$ cat config.mk
export PLATFORM = sky130hd
export DESIGN_NAME = threshold_centroid_tracker_top
export DESIGN_NICKNAME = d
export VERILOG_FILES = /design/src/hw/rtl/tcent_pkg.sv /design/src/hw/rtl/tcent_front.sv /design/src/hw/rtl/tcent_queue.sv /design/src/hw/rtl/tcent_back.sv /design/src/hw/rtl/threshold_centroid_tracker_top.sv
export SDC_FILE = /design/constraint.sdc
export NUM_CORES = 1
export LEC_CHECK = 0
export BUFFER_PORTS_ARGS = -buffer_cell sky130_fd_sc_hd__buf_2
export CORE_UTILIZATION = 65
export CTS_CLUSTER_SIZE = 24
export DETAILED_ROUTE_END_ITERATION = 10
export GPL_ROUTABILITY_DRIVEN = 0
export MAX_ROUTING_LAYER = met4
export PLACE_DENSITY = 0.85
export SYNTH_ARGS = -nofsm -noshare
export SYNTH_HDL_FRONTEND = slang
export SYNTH_HIERARCHICAL = 1
export SYNTH_SLANG_ARGS = --single-unit
export TNS_END_PERCENT = 1
$ cat constraint.sdc
create_clock -name i_clk -period 9.2 [get_ports i_clk]
set_input_delay 1.84 -clock i_clk [delete_from_list [all_inputs] [get_ports i_clk]]
set_output_delay 1.84 -clock i_clk [all_outputs]
set_load 0.02 [all_outputs]
$ cat src/hw/rtl/tcent_pkg.sv
`timescale 1ns / 1ps

package tcent_pkg;

    // Field and register widths
    localparam int CHAN_W     = 8;
    localparam int THR_W      = 8;
    localparam int FW_W       = 11;
    localparam int CENT_W     = 10;
    localparam int COUNT_W    = 21;
    localparam int SUM_W      = 31;
    localparam int CFG_IDX_W  = 2;
    localparam int CFG_DATA_W = 11;

    // Register indexes
    localparam logic [CFG_IDX_W-1:0] REG_THRESHOLD   = 2'd0;
    localparam logic [CFG_IDX_W-1:0] REG_FRAME_WIDTH = 2'd1;

    // Register reset values
    localparam logic [THR_W-1:0] THR_RESET = 8'd128;
    localparam logic [FW_W-1:0]  FW_RESET  = 11'd640;

    // Saturation limits
    localparam logic [COUNT_W-1:0] COUNT_MAX = {COUNT_W{1'b1}};
    localparam logic [SUM_W-1:0]   SUM_MAX   = {SUM_W{1'b1}};

    // Frame queue
    localparam int QUEUE_DEPTH = 2;
    localparam int QPTR_W      = 1;
    localparam int QCNT_W      = 2;

    // Divider: one quotient bit per cycle over the whole dividend
    localparam int DIV_STEPS = SUM_W;
    localparam int STEP_W    = 5;
    localparam int REM_W     = COUNT_W + 1;

    typedef struct packed {
        logic [CHAN_W-1:0] red;
        logic [CHAN_W-1:0] green;
        logic [CHAN_W-1:0] blue;
        logic              end_of_frame;
    } t_pixel;

    typedef struct packed {
        logic [CENT_W-1:0]  centroid_x;
        logic [CENT_W-1:0]  centroid_y;
        logic [COUNT_W-1:0] foreground_count;
        logic               found;
    } t_result;

    // Totals of one finished frame
    typedef struct packed {
        logic [COUNT_W-1:0] count;
        logic [SUM_W-1:0]   col_sum;
        logic [SUM_W-1:0]   row_sum;
    } t_frame_sum;

    // Queue status seen by both sides
    typedef struct packed {
        logic full;
        logic empty;
    } t_q_status;

endpackage

$ cat src/hw/rtl/tcent_front.sv
`timescale 1ns / 1ps

module tcent_front #(
    parameter int MAX_WIDTH  = 1024,
    parameter int MAX_HEIGHT = 1024
) (
    input  logic                                i_clk,
    input  logic                                i_rst_n,
    input  logic                                i_in_valid,
    output logic                                o_in_stall,
    input  tcent_pkg::t_pixel                   i_in_data,
    input  logic                                i_cfg_we,
    input  logic [tcent_pkg::CFG_IDX_W-1:0]     i_cfg_index,
    input  logic [tcent_pkg::CFG_DATA_W-1:0]    i_cfg_data,
    input  tcent_pkg::t_q_status                i_q_status,
    output logic                                o_push,
    output tcent_pkg::t_frame_sum               o_push_data
);

    localparam int CW    = $clog2(MAX_WIDTH);
    localparam int RW    = $clog2(MAX_HEIGHT);
    localparam int CMP_W = (CW + 1 > 12) ? CW + 1 : 12;
    localparam logic [CMP_W-1:0] WIDTH_LIM  = CMP_W'(MAX_WIDTH);
    localparam logic [RW:0]      HEIGHT_LIM = (RW + 1)'(MAX_HEIGHT);

    logic [tcent_pkg::THR_W-1:0]   r_thr;
    logic [tcent_pkg::FW_W-1:0]    r_fw;
    logic [CW-1:0]                 r_col, n_col;
    logic [RW-1:0]                 r_row, n_row;
    logic [tcent_pkg::COUNT_W-1:0] r_cnt, n_cnt;
    logic [tcent_pkg::SUM_W-1:0]   r_csum, n_csum;
    logic [tcent_pkg::SUM_W-1:0]   r_rsum, n_rsum;

    logic                          accept;
    logic [9:0]                    chan_sum;
    logic [9:0]                    thr_lim;
    logic                          hit;
    logic [CMP_W-1:0]              eff_width;
    logic [CMP_W-1:0]              fw_ext;
    logic [CW:0]                   col_inc;
    logic [RW:0]                   row_inc;
    logic [tcent_pkg::SUM_W:0]     csum_add;
    logic [tcent_pkg::SUM_W:0]     rsum_add;
    logic [tcent_pkg::COUNT_W-1:0] hit_cnt;
    logic [tcent_pkg::SUM_W-1:0]   hit_csum;
    logic [tcent_pkg::SUM_W-1:0]   hit_rsum;

    // Stall while the queue cannot take a frame
    assign o_in_stall = i_q_status.full;
    assign accept     = i_in_valid && !o_in_stall;

    // Mean above threshold: sum > 3 * thr + 2
    assign chan_sum = 10'(i_in_data.red) + 10'(i_in_data.green) + 10'(i_in_data.blue);
    assign thr_lim  = {1'b0, r_thr, 1'b0} + 10'(r_thr) + 10'd2;
    assign hit      = (chan_sum > thr_lim) && (r_cnt != tcent_pkg::COUNT_MAX);

    // Clamp the configured width into one to max
    assign fw_ext = CMP_W'(r_fw);
    always_comb begin
        if (r_fw == '0) begin
            eff_width = CMP_W'(1);
        end else if (fw_ext > WIDTH_LIM) begin
            eff_width = WIDTH_LIM;
        end else begin
            eff_width = fw_ext;
        end
    end

    assign col_inc = (CW + 1)'(r_col) + (CW + 1)'(1);
    assign row_inc = (RW + 1)'(r_row) + (RW + 1)'(1);

    // Saturating sums of position plus one
    assign csum_add = (tcent_pkg::SUM_W + 1)'(r_csum) + (tcent_pkg::SUM_W + 1)'(col_inc);
    assign rsum_add = (tcent_pkg::SUM_W + 1)'(r_rsum) + (tcent_pkg::SUM_W + 1)'(row_inc);

    always_comb begin
        hit_cnt  = r_cnt;
        hit_csum = r_csum;
        hit_rsum = r_rsum;
        if (hit) begin
            hit_cnt  = r_cnt + tcent_pkg::COUNT_W'(1);
            hit_csum = csum_add[tcent_pkg::SUM_W] ? tcent_pkg::SUM_MAX
                                                  : csum_add[tcent_pkg::SUM_W-1:0];
            hit_rsum = rsum_add[tcent_pkg::SUM_W] ? tcent_pkg::SUM_MAX
                                                  : rsum_add[tcent_pkg::SUM_W-1:0];
        end
    end

    // Advance position and accumulators; clear after the frame's last word
    always_comb begin
        n_col  = r_col;
        n_row  = r_row;
        n_cnt  = r_cnt;
        n_csum = r_csum;
        n_rsum = r_rsum;
        if (accept) begin
            if (i_in_data.end_of_frame) begin
                n_col  = '0;
                n_row  = '0;
                n_cnt  = '0;
                n_csum = '0;
                n_rsum = '0;
            end else begin
                n_cnt  = hit_cnt;
                n_csum = hit_csum;
                n_rsum = hit_rsum;
                if (CMP_W'(col_inc) >= eff_width) begin
                    n_col = '0;
                    if (row_inc < HEIGHT_LIM) begin
                        n_row = row_inc[RW-1:0];
                    end
                end else begin
                    n_col = col_inc[CW-1:0];
                end
            end
        end
    end

    // Hand the finished frame to the queue
    assign o_push              = accept && i_in_data.end_of_frame;
    assign o_push_data.count   = hit_cnt;
    assign o_push_data.col_sum = hit_csum;
    assign o_push_data.row_sum = hit_rsum;

    always_ff @(posedge i_clk) begin
        if (!i_rst_n) begin
            r_thr  <= tcent_pkg::THR_RESET;
            r_fw   <= tcent_pkg::FW_RESET;
            r_col  <= '0;
            r_row  <= '0;
            r_cnt  <= '0;
            r_csum <= '0;
            r_rsum <= '0;
        end else begin
            if (i_cfg_we && i_cfg_index == tcent_pkg::REG_THRESHOLD) begin
                r_thr <= i_cfg_data[tcent_pkg::THR_W-1:0];
            end
            if (i_cfg_we && i_cfg_index == tcent_pkg::REG_FRAME_WIDTH) begin
                r_fw <= i_cfg_data[tcent_pkg::FW_W-1:0];
            end
            r_col  <= n_col;
            r_row  <= n_row;
            r_cnt  <= n_cnt;
            r_csum <= n_csum;
            r_rsum <= n_rsum;
        end
    end

endmodule

$ cat src/hw/rtl/tcent_queue.sv
`timescale 1ns / 1ps

module tcent_queue (
    input  logic                  i_clk,
    input  logic                  i_rst_n,
    input  logic                  i_push,
    input  tcent_pkg::t_frame_sum i_push_data,
    input  logic                  i_pop,
    output tcent_pkg::t_frame_sum o_pop_data,
    output tcent_pkg::t_q_status  o_status
);

    tcent_pkg::t_frame_sum           r_entry [tcent_pkg::QUEUE_DEPTH];
    logic [tcent_pkg::QPTR_W-1:0]    r_wr_ptr;
    logic [tcent_pkg::QPTR_W-1:0]    r_rd_ptr;
    logic [tcent_pkg::QCNT_W-1:0]    r_fill;
    logic                            do_push;
    logic                            do_pop;

    assign o_status.full  = (r_fill == tcent_pkg::QCNT_W'(tcent_pkg::QUEUE_DEPTH));
    assign o_status.empty = (r_fill == '0);
    assign do_push        = i_push && !o_status.full;
    assign do_pop         = i_pop && !o_status.empty;
    assign o_pop_data     = r_entry[r_rd_ptr];

    // Store frame totals
    always_ff @(posedge i_clk) begin
        if (do_push) begin
            r_entry[r_wr_ptr] <= i_push_data;
        end
    end

    // Advance pointers and fill level
    always_ff @(posedge i_clk) begin
        if (!i_rst_n) begin
            r_wr_ptr <= '0;
            r_rd_ptr <= '0;
            r_fill   <= '0;
        end else begin
            if (do_push) begin
                r_wr_ptr <= r_wr_ptr + tcent_pkg::QPTR_W'(1);
            end
            if (do_pop) begin
                r_rd_ptr <= r_rd_ptr + tcent_pkg::QPTR_W'(1);
            end
            if (do_push && !do_pop) begin
                r_fill <= r_fill + tcent_pkg::QCNT_W'(1);
            end else if (do_pop && !do_push) begin
                r_fill <= r_fill - tcent_pkg::QCNT_W'(1);
            end
        end
    end

endmodule

$ cat src/hw/rtl/tcent_back.sv
`timescale 1ns / 1ps

module tcent_back (
    input  logic                  i_clk,
    input  logic                  i_rst_n,
    input  tcent_pkg::t_q_status  i_q_status,
    input  tcent_pkg::t_frame_sum i_pop_data,
    output logic                  o_pop,
    output logic                  o_out_valid,
    input  logic                  i_out_stall,
    output tcent_pkg::t_result    o_out_data
);

    localparam logic [1:0] S_IDLE = 2'd0;
    localparam logic [1:0] S_DIV  = 2'd1;
    localparam logic [1:0] S_DONE = 2'd2;

    logic [1:0]                        r_state, n_state;
    logic [tcent_pkg::COUNT_W-1:0]     r_cnt;
    logic [tcent_pkg::SUM_W-1:0]       r_dvd_x, r_dvd_y;
    logic [tcent_pkg::COUNT_W-1:0]     r_rem_x, r_rem_y;
    logic [tcent_pkg::CENT_W-1:0]      r_q_x, r_q_y;
    logic [tcent_pkg::STEP_W-1:0]      r_step;
    logic                              r_out_valid;
    tcent_pkg::t_result                r_out;

    logic [tcent_pkg::REM_W-1:0]       sh_x, sh_y;
    logic [tcent_pkg::REM_W-1:0]       dvs;
    logic                              ge_x, ge_y;
    logic [tcent_pkg::REM_W-1:0]       nx_rem_x, nx_rem_y;
    logic                              out_free;
    logic                              load_out;
    logic                              found;
    tcent_pkg::t_result                res;

    // One restoring step per cycle for both quotients
    assign dvs      = {1'b0, r_cnt};
    assign sh_x     = {r_rem_x, r_dvd_x[tcent_pkg::SUM_W-1]};
    assign sh_y     = {r_rem_y, r_dvd_y[tcent_pkg::SUM_W-1]};
    assign ge_x     = (sh_x >= dvs);
    assign ge_y     = (sh_y >= dvs);
    assign nx_rem_x = ge_x ? sh_x - dvs : sh_x;
    assign nx_rem_y = ge_y ? sh_y - dvs : sh_y;

    // Output register frees up when empty or taken this cycle
    assign out_free = !r_out_valid || !i_out_stall;
    assign o_pop    = (r_state == S_IDLE) && !i_q_status.empty;
    assign load_out = (r_state == S_DONE) && out_free;

    // Build the result: quotient minus one, zero when nothing was found
    assign found                = (r_cnt != '0);
    assign res.found            = found;
    assign res.foreground_count = r_cnt;
    assign res.centroid_x       = found ? r_q_x - tcent_pkg::CENT_W'(1) : '0;
    assign res.centroid_y       = found ? r_q_y - tcent_pkg::CENT_W'(1) : '0;

    always_comb begin
        n_state = r_state;
        case (r_state)
            S_IDLE: begin
                if (o_pop) begin
                    n_state = S_DIV;
                end
            end
            S_DIV: begin
                if (r_step == tcent_pkg::STEP_W'(tcent_pkg::DIV_STEPS - 1)) begin
                    n_state = S_DONE;
                end
            end
            S_DONE: begin
                if (out_free) begin
                    n_state = S_IDLE;
                end
            end
            default: begin
                n_state = S_IDLE;
            end
        endcase
    end

    // Divider datapath
    always_ff @(posedge i_clk) begin
        if (o_pop) begin
            r_cnt   <= i_pop_data.count;
            r_dvd_x <= i_pop_data.col_sum;
            r_dvd_y <= i_pop_data.row_sum;
            r_rem_x <= '0;
            r_rem_y <= '0;
            r_step  <= '0;
        end else if (r_state == S_DIV) begin
            r_dvd_x <= {r_dvd_x[tcent_pkg::SUM_W-2:0], 1'b0};
            r_dvd_y <= {r_dvd_y[tcent_pkg::SUM_W-2:0], 1'b0};
            r_rem_x <= nx_rem_x[tcent_pkg::COUNT_W-1:0];
            r_rem_y <= nx_rem_y[tcent_pkg::COUNT_W-1:0];
            r_q_x   <= {r_q_x[tcent_pkg::CENT_W-2:0], ge_x};
            r_q_y   <= {r_q_y[tcent_pkg::CENT_W-2:0], ge_y};
            r_step  <= r_step + tcent_pkg::STEP_W'(1);
        end
    end

    // Hold the result word until taken
    always_ff @(posedge i_clk) begin
        if (load_out) begin
            r_out <= res;
        end
    end

    always_ff @(posedge i_clk) begin
        if (!i_rst_n) begin
            r_state     <= S_IDLE;
            r_out_valid <= 1'b0;
        end else begin
            r_state <= n_state;
            if (load_out) begin
                r_out_valid <= 1'b1;
            end else if (!i_out_stall) begin
                r_out_valid <= 1'b0;
            end
        end
    end

    assign o_out_valid = r_out_valid;
    assign o_out_data  = r_out;

endmodule

$ cat src/hw/rtl/threshold_centroid_tracker_top.sv
`timescale 1ns / 1ps

// Thresholded blob centroid over a raster RGB pixel stream. The block takes one
// pixel word per clock; its input stalls only while the two-entry frame queue is
// full. Each frame's last pixel hands the frame totals to the queue, and a back end
// then divides both coordinate sums by the foreground count with two restoring
// dividers that produce one quotient bit per cycle; the back end pops the totals,
// runs 31 division steps and loads the output register. The front end takes the
// next frame while the back end divides, so pixels flow at a full pixel per clock
// until the queue fills. Configuration writes are taken at any time but belong
// between frames.
module threshold_centroid_tracker_top #(
    parameter int MAX_WIDTH  = 1024,
    parameter int MAX_HEIGHT = 1024
) (
    input  logic                                i_clk,
    input  logic                                i_rst_n,
    input  logic                                i_in_valid,
    output logic                                o_in_stall,
    input  tcent_pkg::t_pixel                   i_in_data,
    output logic                                o_out_valid,
    input  logic                                i_out_stall,
    output tcent_pkg::t_result                  o_out_data,
    input  logic                                i_cfg_we,
    input  logic [tcent_pkg::CFG_IDX_W-1:0]     i_cfg_index,
    input  logic [tcent_pkg::CFG_DATA_W-1:0]    i_cfg_data
);

    tcent_pkg::t_q_status  q_status;
    tcent_pkg::t_frame_sum push_data;
    tcent_pkg::t_frame_sum pop_data;
    logic                  push;
    logic                  pop;

    // Classify and accumulate pixels
    tcent_front #(
        .MAX_WIDTH  (MAX_WIDTH),
        .MAX_HEIGHT (MAX_HEIGHT)
    ) u_front (
        .i_clk       (i_clk),
        .i_rst_n     (i_rst_n),
        .i_in_valid  (i_in_valid),
        .o_in_stall  (o_in_stall),
        .i_in_data   (i_in_data),
        .i_cfg_we    (i_cfg_we),
        .i_cfg_index (i_cfg_index),
        .i_cfg_data  (i_cfg_data),
        .i_q_status  (q_status),
        .o_push      (push),
        .o_push_data (push_data)
    );

    // Buffer finished frames
    tcent_queue u_queue (
        .i_clk       (i_clk),
        .i_rst_n     (i_rst_n),
        .i_push      (push),
        .i_push_data (push_data),
        .i_pop       (pop),
        .o_pop_data  (pop_data),
        .o_status    (q_status)
    );

    // Divide and emit centroids
    tcent_back u_back (
        .i_clk       (i_clk),
        .i_rst_n     (i_rst_n),
        .i_q_status  (q_status),
        .i_pop_data  (pop_data),
        .o_pop       (pop),
        .o_out_valid (o_out_valid),
        .i_out_stall (i_out_stall),
        .o_out_data  (o_out_data)
    );

endmodule

Word-level counts from Yosys, hierarchy flattened
Memory sizes are Yosys's and may differ from the RTL's. A register that Yosys moved wholly into a read port is not among the register bits.
Index checks and enable logic that the tools add are counted.
{"block": "totals", "regBits": 321, "ram_bits": 166, "input_bits": 43, "output_inout_bits": 44, "mem_count": 1}
{"block": "op_classes", "add_sub_neg": 18, "magnitude_cmp": 6, "eq_ne": 10, "n_mux": 33, "n_bitwise": 1, "n_reduce_logical": 30}
{"memory": "u_queue.r_entry", "words": 2, "word_bits": 83, "rd": 1, "rd_ports_with_merged_regs": 1, "wr": 1, "line_no": "tcent_queue.sv:13", "source": "tcent_pkg::t_frame_sum r_entry [tcent_pkg::QUEUE_DEPTH];"}
{"op": "two-way mux 31 bit", "count": 10}
{"op": "two-way mux 21 bit", "count": 4}
{"op": "adder 31 x 11 -> 32 bit", "count": 2}
{"op": "two-way mux 10 bit", "count": 5}
{"op": ">= comparator 22 x 21 -> 1 bit", "count": 2}
{"op": "subtractor 21 bit", "count": 2}
{"op": "adder 10 x 1 -> 11 bit (second input constant)", "count": 2}
{"op": "adder 21 x 1 -> 21 bit (second input constant)", "count": 1}
{"op": "!= test 21 bit (second input constant)", "count": 1}
{"op": "nonzero test 21 bit", "count": 1}
{"op": "subtractor 10 x 1 -> 10 bit (second input constant)", "count": 2}
{"op": ">= comparator 11 x 12 -> 1 bit", "count": 1}
{"op": "two-way mux 12 bit", "count": 1}
{"op": "greater-than comparator 11 bit (second input constant)", "count": 1}
{"op": "logical AND 1 bit", "count": 11}
{"op": "logical NOT 11 bit", "count": 1}
{"op": "< comparator 11 bit (second input constant)", "count": 1}
{"op": "two-way mux 11 bit", "count": 1}
{"op": "adder 10 x 2 -> 10 bit (second input constant)", "count": 1}
{"op": "adder 10 x 8 -> 10 bit", "count": 1}
{"op": "adder 9 x 8 -> 10 bit", "count": 1}
{"op": "greater-than comparator 10 bit", "count": 1}
{"op": "two-way mux 2 bit", "count": 5}
{"op": "adder 8 x 8 -> 9 bit", "count": 1}
{"op": "other kinds (18)", "count": 39}

Longest topological paths before layout
Gate-level depths: netlist (run 1).
{"block": "logic_depth", "word_depth": 9, "mapped_depth": 23}

By module
The synthesis (run 1) kept the hierarchy.
{"module": "tcent_back", "instances": 1, "cells_per_inst": 937, "area_per_inst_um2": 9674.3, "seq_area_each_um2": 5355.1}
{"module": "tcent_front", "instances": 1, "cells_per_inst": 1160, "area_per_inst_um2": 9256.4, "seq_area_each_um2": 2442.3}
{"module": "tcent_queue", "instances": 1, "cells_per_inst": 283, "area_per_inst_um2": 6216.0, "seq_area_each_um2": 5084.9}

Worst setup path before layout (run 1)
OpenSTA, ideal clock, no wires.
{"block": "synth_timing", "path_kind": "in2reg", "from": "input port i_in_valid", "to": "memory u_queue/r_entry[0][0] in the netlist's numbering, enable pin", "setup_ns": 0.511, "arrival_ns": 5.770, "path_slack_ns": 2.920, "stages": 6, "n_path_buf": 1, "path_cell_list": "nor2b_1 clkbuf_1 nand2_1 inv_1 inv_1 nor3_2"}
{"block": "synth_via", "elab_chain_len": 5}
{"item": "start, declared", "line_no": "threshold_centroid_tracker_top.sv:18", "source": "input logic i_in_valid,"}
{"item": "logical AND 1 bit", "line_no": "tcent_front.sv:50", "source": "assign accept = i_in_valid && !o_in_stall;"}
{"item": "logical AND 1 bit", "line_no": "tcent_front.sv:120", "source": "assign o_push = accept && i_in_data.end_of_frame;"}
{"item": "via push", "line_no": "threshold_centroid_tracker_top.sv:32", "source": "logic push;"}
{"item": "logical AND 1 bit", "line_no": "tcent_queue.sv:22", "source": "assign do_push = i_push && !o_status.full;"}
{"item": "two-way mux 1 bit", "line_no": "tcent_queue.sv:28", "source": "if (do_push) begin"}
{"item": "two-way mux 1 bit (not written as such)", "line_no": "tcent_queue.sv:29", "source": "r_entry[r_wr_ptr] <= i_push_data;"}
{"item": "end, declared", "line_no": "tcent_queue.sv:13"}
The timed path passes the listed nets, and every way through them passes these cells.

Worst setup path in the final report (run 1)
{"block": "layout_timing", "from": "input port i_in_data[2] in the netlist's numbering", "to": "register u_front/r_rsum[29] in the netlist's numbering"}
{"block": "layout_via", "elab_chain_len": 5}
{"item": "start, declared", "line_no": "threshold_centroid_tracker_top.sv:20", "source": "input tcent_pkg::t_pixel i_in_data,"}
{"item": "adder 10 x 8 -> 10 bit", "line_no": "tcent_front.sv:53", "source": "assign chan_sum = 10'(i_in_data.red) + 10'(i_in_data.green) + 10'(i_in_data.blue);"}
{"item": "greater-than comparator 10 bit", "line_no": "tcent_front.sv:55", "source": "assign hit = (chan_sum > thr_lim) && (r_cnt != tcent_pkg::COUNT_MAX);"}
{"item": "logical AND 1 bit", "line_no": "tcent_front.sv:55"}
{"item": "two-way mux 31 bit", "line_no": "tcent_front.sv:80", "source": "if (hit) begin"}
{"item": "two-way mux 31 bit", "line_no": "tcent_front.sv:97", "source": "if (i_in_data.end_of_frame) begin"}
{"item": "end signal, assigned", "line_no": "tcent_front.sv:145", "source": "r_rsum <= n_rsum;"}
{"item": "end, declared", "line_no": "tcent_front.sv:32", "source": "logic [tcent_pkg::SUM_W-1:0] r_rsum, n_rsum;"}
Every way passes these cells.
A chain may end at the register's enable or synchronous reset.

==> results of run 1 <==
[worst max-delay path: stages]
cell and delay (ns):
buf_2 0.07, inv_1 0.04, fa_1 0.53, inv_1 0.04, ha_1 0.22, fa_1 0.41
a21oi_1 0.16, nor2_1 0.05, nor2_1 0.14, nor2b_1 0.07, o21a_1 0.19, o21ai_0 0.16
a21oi_1 0.12, ha_1 0.32, nand4_1 0.15, a211oi_2 0.29, a2111oi_4 0.14, nor2_2 0.13
buf_4 0.45, nand4_1 0.96, and4_1 0.59, nor3_1 0.16
[Yosys cell counts (all sizes together), types with 12 or more instances]
library cell | instances | share of area (%)
o21bai | 14 | 0.42
a22o | 31 | 1.1
edfxtp | 311 | 37
nor4 | 18 | 0.55
and4 | 12 | 0.43
o21ai | 112 | 2.3
or3 | 13 | 0.32
nor3 | 51 | 1.2
mux2 | 88 | 3.9
nor2 | 141 | 2.1
nand4 | 28 | 0.70
and2 | 12 | 0.30
fa | 14 | 1.1
nand2b | 21 | 0.52
a21oi | 131 | 2.7
mux2i | 19 | 0.76
xnor2 | 94 | 3.3
ha | 115 | 5.7
a21o | 33 | 0.99
xor2 | 54 | 1.9
o31ai | 12 | 0.38
nand2 | 384 | 5.8
o21a | 14 | 0.45
a31oi | 30 | 0.77
inv | 89 | 1.3
and3 | 28 | 0.70
dfxtp | 177 | 14
nand3 | 70 | 1.4
buf | 40 | 1.0
a211oi | 13 | 0.43
clkbuf | 59 | 0.88
o22a | 18 | 0.63
[power breakdown]
group	switching, mW	internal [mW]
logic	1.50	0.794
registers	0.252	2.95
clock network	0.832	1.20
total	2.58	4.94
[worst min-delay path by stage]
stage | end | cells after the start
floorplan | u_back/o_out_data[10] | 0
global placement | u_back/r_state[0] | 1
detailed placement | u_front/r_fw[10] | 2
CTS | u_front/r_fw[10] | 2
global route | u_back/o_out_data[10] | 0
finish | u_front/r_fw[10] | 2
[placed cells by master, fill, tap and decap left out, types with 18 or more instances in the layout]
master,n
a21oi_1,127
xor2_1,54
buf_4,22
a22o_1,31
nand4_1,28
buf_2,86
o22a_1,18
a31oi_1,29
nand2b_1,21
o21ai_0,105
a21o_1,33
edfxtp_1,311
inv_1,86
mux2_1,71
nor2_1,134
xnor2_1,94
nand3_1,70
and3_1,27
clkbuf_16,51
dfxtp_1,176
nand2_1,381
mux2i_1,19
ha_1,115
nor3_1,44
[metal layers]
layer	share of wire [%]	vias up	GRT usage [%]
li1	-	8811	-
met1	39	9056	35.58
met2	49	878	50.95
met3	7.4	234	5.070
met4	4.4	0	14.70
met5	0	-	-
[sequential cells by signal, summed over array words and instances, names as in the netlist, 8 cells and up, named ones only]
signal / count
u_back/o_out_data: 42
u_back/r_cnt: 21
u_back/r_dvd_x: 31
u_back/r_dvd_y: 31
u_back/r_q_x: 10
u_back/r_q_y: 10
u_back/r_rem_x: 21
u_back/r_rem_y: 21
u_front/r_cnt: 21
u_front/r_col: 10
u_front/r_csum: 31
u_front/r_fw: 11
u_front/r_row: 10
u_front/r_rsum: 31
u_front/r_thr: 8
u_queue/r_entry: 166
[cell type report]
| class | count | area share, % |
|---|---|---|
| flip-flops and latches | 488 | 46.72 |
| well taps | 511 | 2.318 |
| clock buffers | 63 | 4.863 |
| repair buffers | 108 | 2.159 |
| clock inverters | 28 | 1.084 |
| multi-input cells | 1703 | 41.63 |
| inverters | 90 | 1.225 |
[logic make-up (layout without fill, tap and decap cells)]
group	Yosys count	count (layout)	synth area share [%]
and+or+nand+nor	806	806	14.83
DFF	488	488	51.23
AOI/OAI and AO/OA	513	513	13.99
buffers and inverters	189	289	3.269
adders and majority gates	129	129	6.837
xor gates and xnor gates	148	148	5.155
muxes	107	107	4.697
[per-stage QoR]
| step | instances | instance area [µm²] | hold WS (ns) | util [%] | total power, mW |
|---|---|---|---|---|---|
| after global placement | 2900 | 25940 | 0.4444 | 68.55 | 5.355 |
| after floorplan | 2380 | 25150 | 0.4264 | - | 4.883 |
| final | 2991 | 27580 | 0.4720 | 72.88 | 7.519 |
| after global routing | 2991 | 27580 | 0.4920 | 72.88 | 7.909 |
| after detailed placement | 2900 | 25940 | 0.4683 | 68.55 | 5.482 |
| after CTS | 2991 | 27580 | 0.4765 | 72.88 | 7.525 |
==> impl_metrics.json, run 1 <==
{
  "timing.fmax_mhz": 147.4,
  "viasPerCell": 6.345,
  "dr.pass1.iters": 6,
  "n_fill_cell": 2564,
  "numClockSinks": 488,
  "crit_start": "i_in_data[2]",
  "worst_r2r_path_depth": 21,
  "synth_area_per_cell_um2": 10.57,
  "post-place-ws_ns": 1.929,
  "min_from": "u_front/r_fw[10]",
  "synth-edff-count": 311,
  "worst_slew_pin_slew_ns": 1.208,
  "first_global_vias": 18730,
  "critPathRequiredTime_ns": 9.69,
  "rsz0062_at_grt": "no",
  "clock_path_buffers": 3,
  "grt_overflow": 0,
  "rrSetupSlack_ns": 3.93,
  "drc": 0,
  "clock_latency_ns": 0.59,
  "path_class": "in2reg",
  "cts-buffers-inserted": 49,
  "die_height_um": 198.7,
  "ys_types": 99,
  "core_area_um2": 37840,
  "hpwl_mm": 38.00,
  "critPathCapture": "u_front/r_rsum[29]",
  "synth_warnings": 6,
  "fp-row-count": 71,
  "grt_max_degree": 65,
  "finalCriticalPeriod_ns": 6.784,
  "die_x_um": 198.7,
  "area_growth_pct": 9.683,
  "fin_tns_setup_ns": 0,
  "cap_violations": 0,
  "setup_viol": 0,
  "relSlewSlack_pct": 19.16,
  "crit_arrival_ns": 7.27,
  "drv_slew": 0,
  "port-buffer-count": 86,
  "synth_area_um2": 25150,
  "synth_fp_nets": 2552,
  "register_area_um2": 12890,
  "n_antenna_cell": 0,
  "irDropWorstVdd_mv": 0.2571,
  "hold_path_class": "reg2reg",
  "worstPathMaxFanout": 44,
  "cts_tree": "yes",
  "drtIter0Drc": 1763,
  "grt_pass1_wl_mm": 92.63,
  "run_status": "finished, final reports clean",
  "final_layout_size_suffix_gt1_share_pct": 10.36,
  "reg2reg_to": "u_front/r_rsum[29]",
  "p_leak_nw": 10.75,
  "hold_violations": 0,
  "timing.final.ws_setup_ns": 2.416,
  "grt_usage_pct": 30.39,
  "end_kind": "register",
  "wire_per_inst_um": 19.18,
  "post_cts_buffers": 0,
  "clkTransAtPathRegs_ns": 0.06,
  "antenna_found_initial": 0,
  "startpoint_type": "input pin",
  "skew_ns": 0.02862,
  "root_buffer": "clkbuf_16",
  "post_cts_resized": 0,
  "synthFlopType": "edfxtp_1",
  "synth_cells": 2380,
  "die-area_um2": 39480,
  "io_pins": 87,
  "num_vias": 18980,
  "ys_async_sr_fraction_pct": 0,
  "cts-htree-levels": 2,
  "timing.final.crit_share_pct": 73.74,
  "nNetsFinal": 2612,
  "seq_area_frac_synth_pct": 51.23,
  "multiInputGateArea_um2": 11480,
  "ant_nets": 0,
  "postCtsHoldBufs": 0,
  "initial_core_util_pct": 66.45,
  "powerDensity_nw_per_um2": 272.6,
  "routed_wl_mm": 57.35,
  "synth_seq_cells": 488,
  "rr_startpoint": "u_front/r_thr[0]"
}
Power figures use the tool's default switching activity.
==> inputs of run 2 (changes only) <==
--- a/config.mk
+++ b/config.mk
@@ -6,12 +6,12 @@
 export NUM_CORES = 1
 export LEC_CHECK = 0
 export BUFFER_PORTS_ARGS = -buffer_cell sky130_fd_sc_hd__buf_2
-export CORE_UTILIZATION = 65
+export CORE_UTILIZATION = 63
 export CTS_CLUSTER_SIZE = 24
 export DETAILED_ROUTE_END_ITERATION = 10
 export GPL_ROUTABILITY_DRIVEN = 0
 export MAX_ROUTING_LAYER = met4
-export PLACE_DENSITY = 0.85
+export PLACE_DENSITY = 0.83
 export SYNTH_ARGS = -nofsm -noshare
 export SYNTH_HDL_FRONTEND = slang
 export SYNTH_HIERARCHICAL = 1
==> constraint.sdc (replaced) <==
create_clock -name i_clk -period 6.9 [get_ports i_clk]
set_input_delay 1.38 -clock i_clk [delete_from_list [all_inputs] [get_ports i_clk]]
set_output_delay 1.38 -clock i_clk [all_outputs]
set_load 0.02 [all_outputs]
==> impl_metrics.json, run 2 (synthesis results as in run 1) <==
{
  "run_status": "finished, final reports clean",
  "dr.pass1.iters": 7,
  "grt_pass1_wl_mm": 95.56,
  "die_x_um": 201.8,
  "drc": 0,
  "root_buffer": "clkbuf_16",
  "clkTransAtPathRegs_ns": 0.06,
  "wire_per_inst_um": 19.79,
  "critPathRequiredTime_ns": 7.40,
  "ant_nets": 0,
  "viasPerCell": 6.337,
  "relSlewSlack_pct": 19.18,
  "mostFrequentLayoutCells": "381 x nand2_1, 311 x edfxtp_1, 176 x dfxtp_1",
  "die_height_um": 201.8,
  "initial_core_util_pct": 64.47,
  "end_kind": "register",
  "powerDensity_nw_per_um2": 365.1,
  "worst_slew_pin_slew_ns": 1.212,
  "startpoint_type": "input pin",
  "num_vias": 19050,
  "grt_max_degree": 65,
  "area_growth_pct": 9.981,
  "drv_slew": 0,
  "antenna_found_initial": 0,
  "largest_register_ffs": 166,
  "rsz0062_at_grt": "no",
  "routed_wl_mm": 59.48,
  "layout.cells.most_common": "nand2_1",
  "rrSetupSlack_ns": 2.10,
  "cap_violations": 0,
  "core_area_um2": 39010,
  "hold_path_class": "reg2reg",
  "timing.fmax_mhz": 172.0,
  "fp-row-count": 72,
  "reg2reg_to": "u_front/r_rsum[29]",
  "worst_r2r_path_depth": 15,
  "port-buffer-count": 86,
  "worstPathMaxFanout": 24,
  "cts-buffers-inserted": 50,
  "fin_tns_setup_ns": 0,
  "post_cts_resized": 0,
  "cts_tree": "yes",
  "finalCriticalPeriod_ns": 5.815,
  "setup_viol": 0,
  "p_leak_nw": 10.78,
  "nNetsFinal": 2619,
  "rr_startpoint": "u_front/r_thr[2]",
  "clock_latency_ns": 0.59,
  "post_cts_buffers": 0,
  "grt_overflow": 0,
  "drtIter0Drc": 1531,
  "irDropWorstVdd_mv": 0.2717,
  "dpl.cell_count": 2913,
  "numClockSinks": 488,
  "min_path_cells": 2,
  "n_fill_cell": 2674,
  "crit_arrival_ns": 6.32,
  "crit_start": "i_in_data[2]",
  "postCtsHoldBufs": 0,
  "hpwl_mm": 39.11,
  "die-area_um2": 40720,
  "path_class": "in2reg",
  "timing.final.crit_share_pct": 84.28,
  "final_layout_size_suffix_gt1_share_pct": 10.77,
  "hold_violations": 0,
  "stdcell_count": 3006,
  "first_global_vias": 19110,
  "cts-htree-levels": 2,
  "io_pins": 87,
  "largest_register": "u_queue/r_entry",
  "n_antenna_cell": 0,
  "fin_util_pct": 70.90,
  "critPathCapture": "u_front/r_rsum[29]",
  "grt_usage_pct": 29.95,
  "skew_ns": 0.02072,
  "clock_path_buffers": 3
}
==> run 2: per-stage QoR <==
step | area, µm² | hold slack [ns] | setup WS (ns) | total power, mW
after floorplan | 25150 | 0.4264 | 1.080 | 6.512
after global placement | 25990 | 0.4466 | 0.6692 | 7.151
after detailed placement | 25990 | 0.4674 | 0.5501 | 7.324
after CTS | 27660 | 0.4776 | 1.140 | 10.09
after global routing | 27660 | 0.4984 | 0.8054 | 10.59
final | 27660 | 0.4768 | 1.085 | 10.10
==> run 2: final cells by class <==
cell class / count / area (µm²) / area share [%]
Inverter: 90 / 337.8 / 1.221
Timing Repair Buffer: 114 / 640.6 / 2.316
Multi-Input combinational cell: 1703 / 11480 / 41.52
Tap cell: 518 / 648.1 / 2.343
Sequential cell: 488 / 12890 / 46.59
Clock inverter: 23 / 234.0 / 0.8460
Clock buffer: 70 / 1428 / 5.162
==> run 2: power by group <==
part,leakage [nW],internal (mW),total [mW],switching [mW]
Sequential,4.29,3.93,4.28,0.352
Clock,0.805,1.60,2.73,1.13
Combinational,5.69,1.07,3.09,2.02
==> run 2: routing by layer <==
metal	global-route usage [%]	up-vias	share of wire, %
met1	34.70	9085	39
met4	14.88	0	4.4
met3	4.805	223	7.4
met2	50.55	899	50
met5	-	-	0
li1	-	8842	-
==> run 2: worst max-delay path, stage by stage <==
cell and delay (ns):
buf_2 0.08, inv_1 0.04, fa_1 0.53, inv_1 0.04, ha_1 0.22, fa_1 0.41
a21oi_1 0.16, nor2_1 0.05, nor2_1 0.14, nor2b_1 0.07, o21a_1 0.19, o21ai_0 0.15
a21oi_1 0.09, ha_1 0.32, nand4_1 0.14, a211oi_2 0.28, a2111oi_4 0.14, nor2_2 0.28
nand4_1 0.82, and4_1 0.56, nor3_1 0.20
==> run 2: how the worst min path moves through the flow <==
stage	slack, ns	to	startpoint
after floorplan	0.43	u_back/o_out_data[10]	u_back/r_cnt[9]
after global placement	0.45	u_back/r_state[0]	u_back/r_state[1]
after global routing	0.50	u_back/o_out_data[9]	u_back/r_cnt[8]
final	0.48	u_front/r_fw[3]	u_front/r_fw[3]
after detailed placement	0.47	u_back/r_rem_y[2]	u_back/r_rem_y[2]
after CTS	0.48	u_front/r_fw[3]	u_front/r_fw[3]
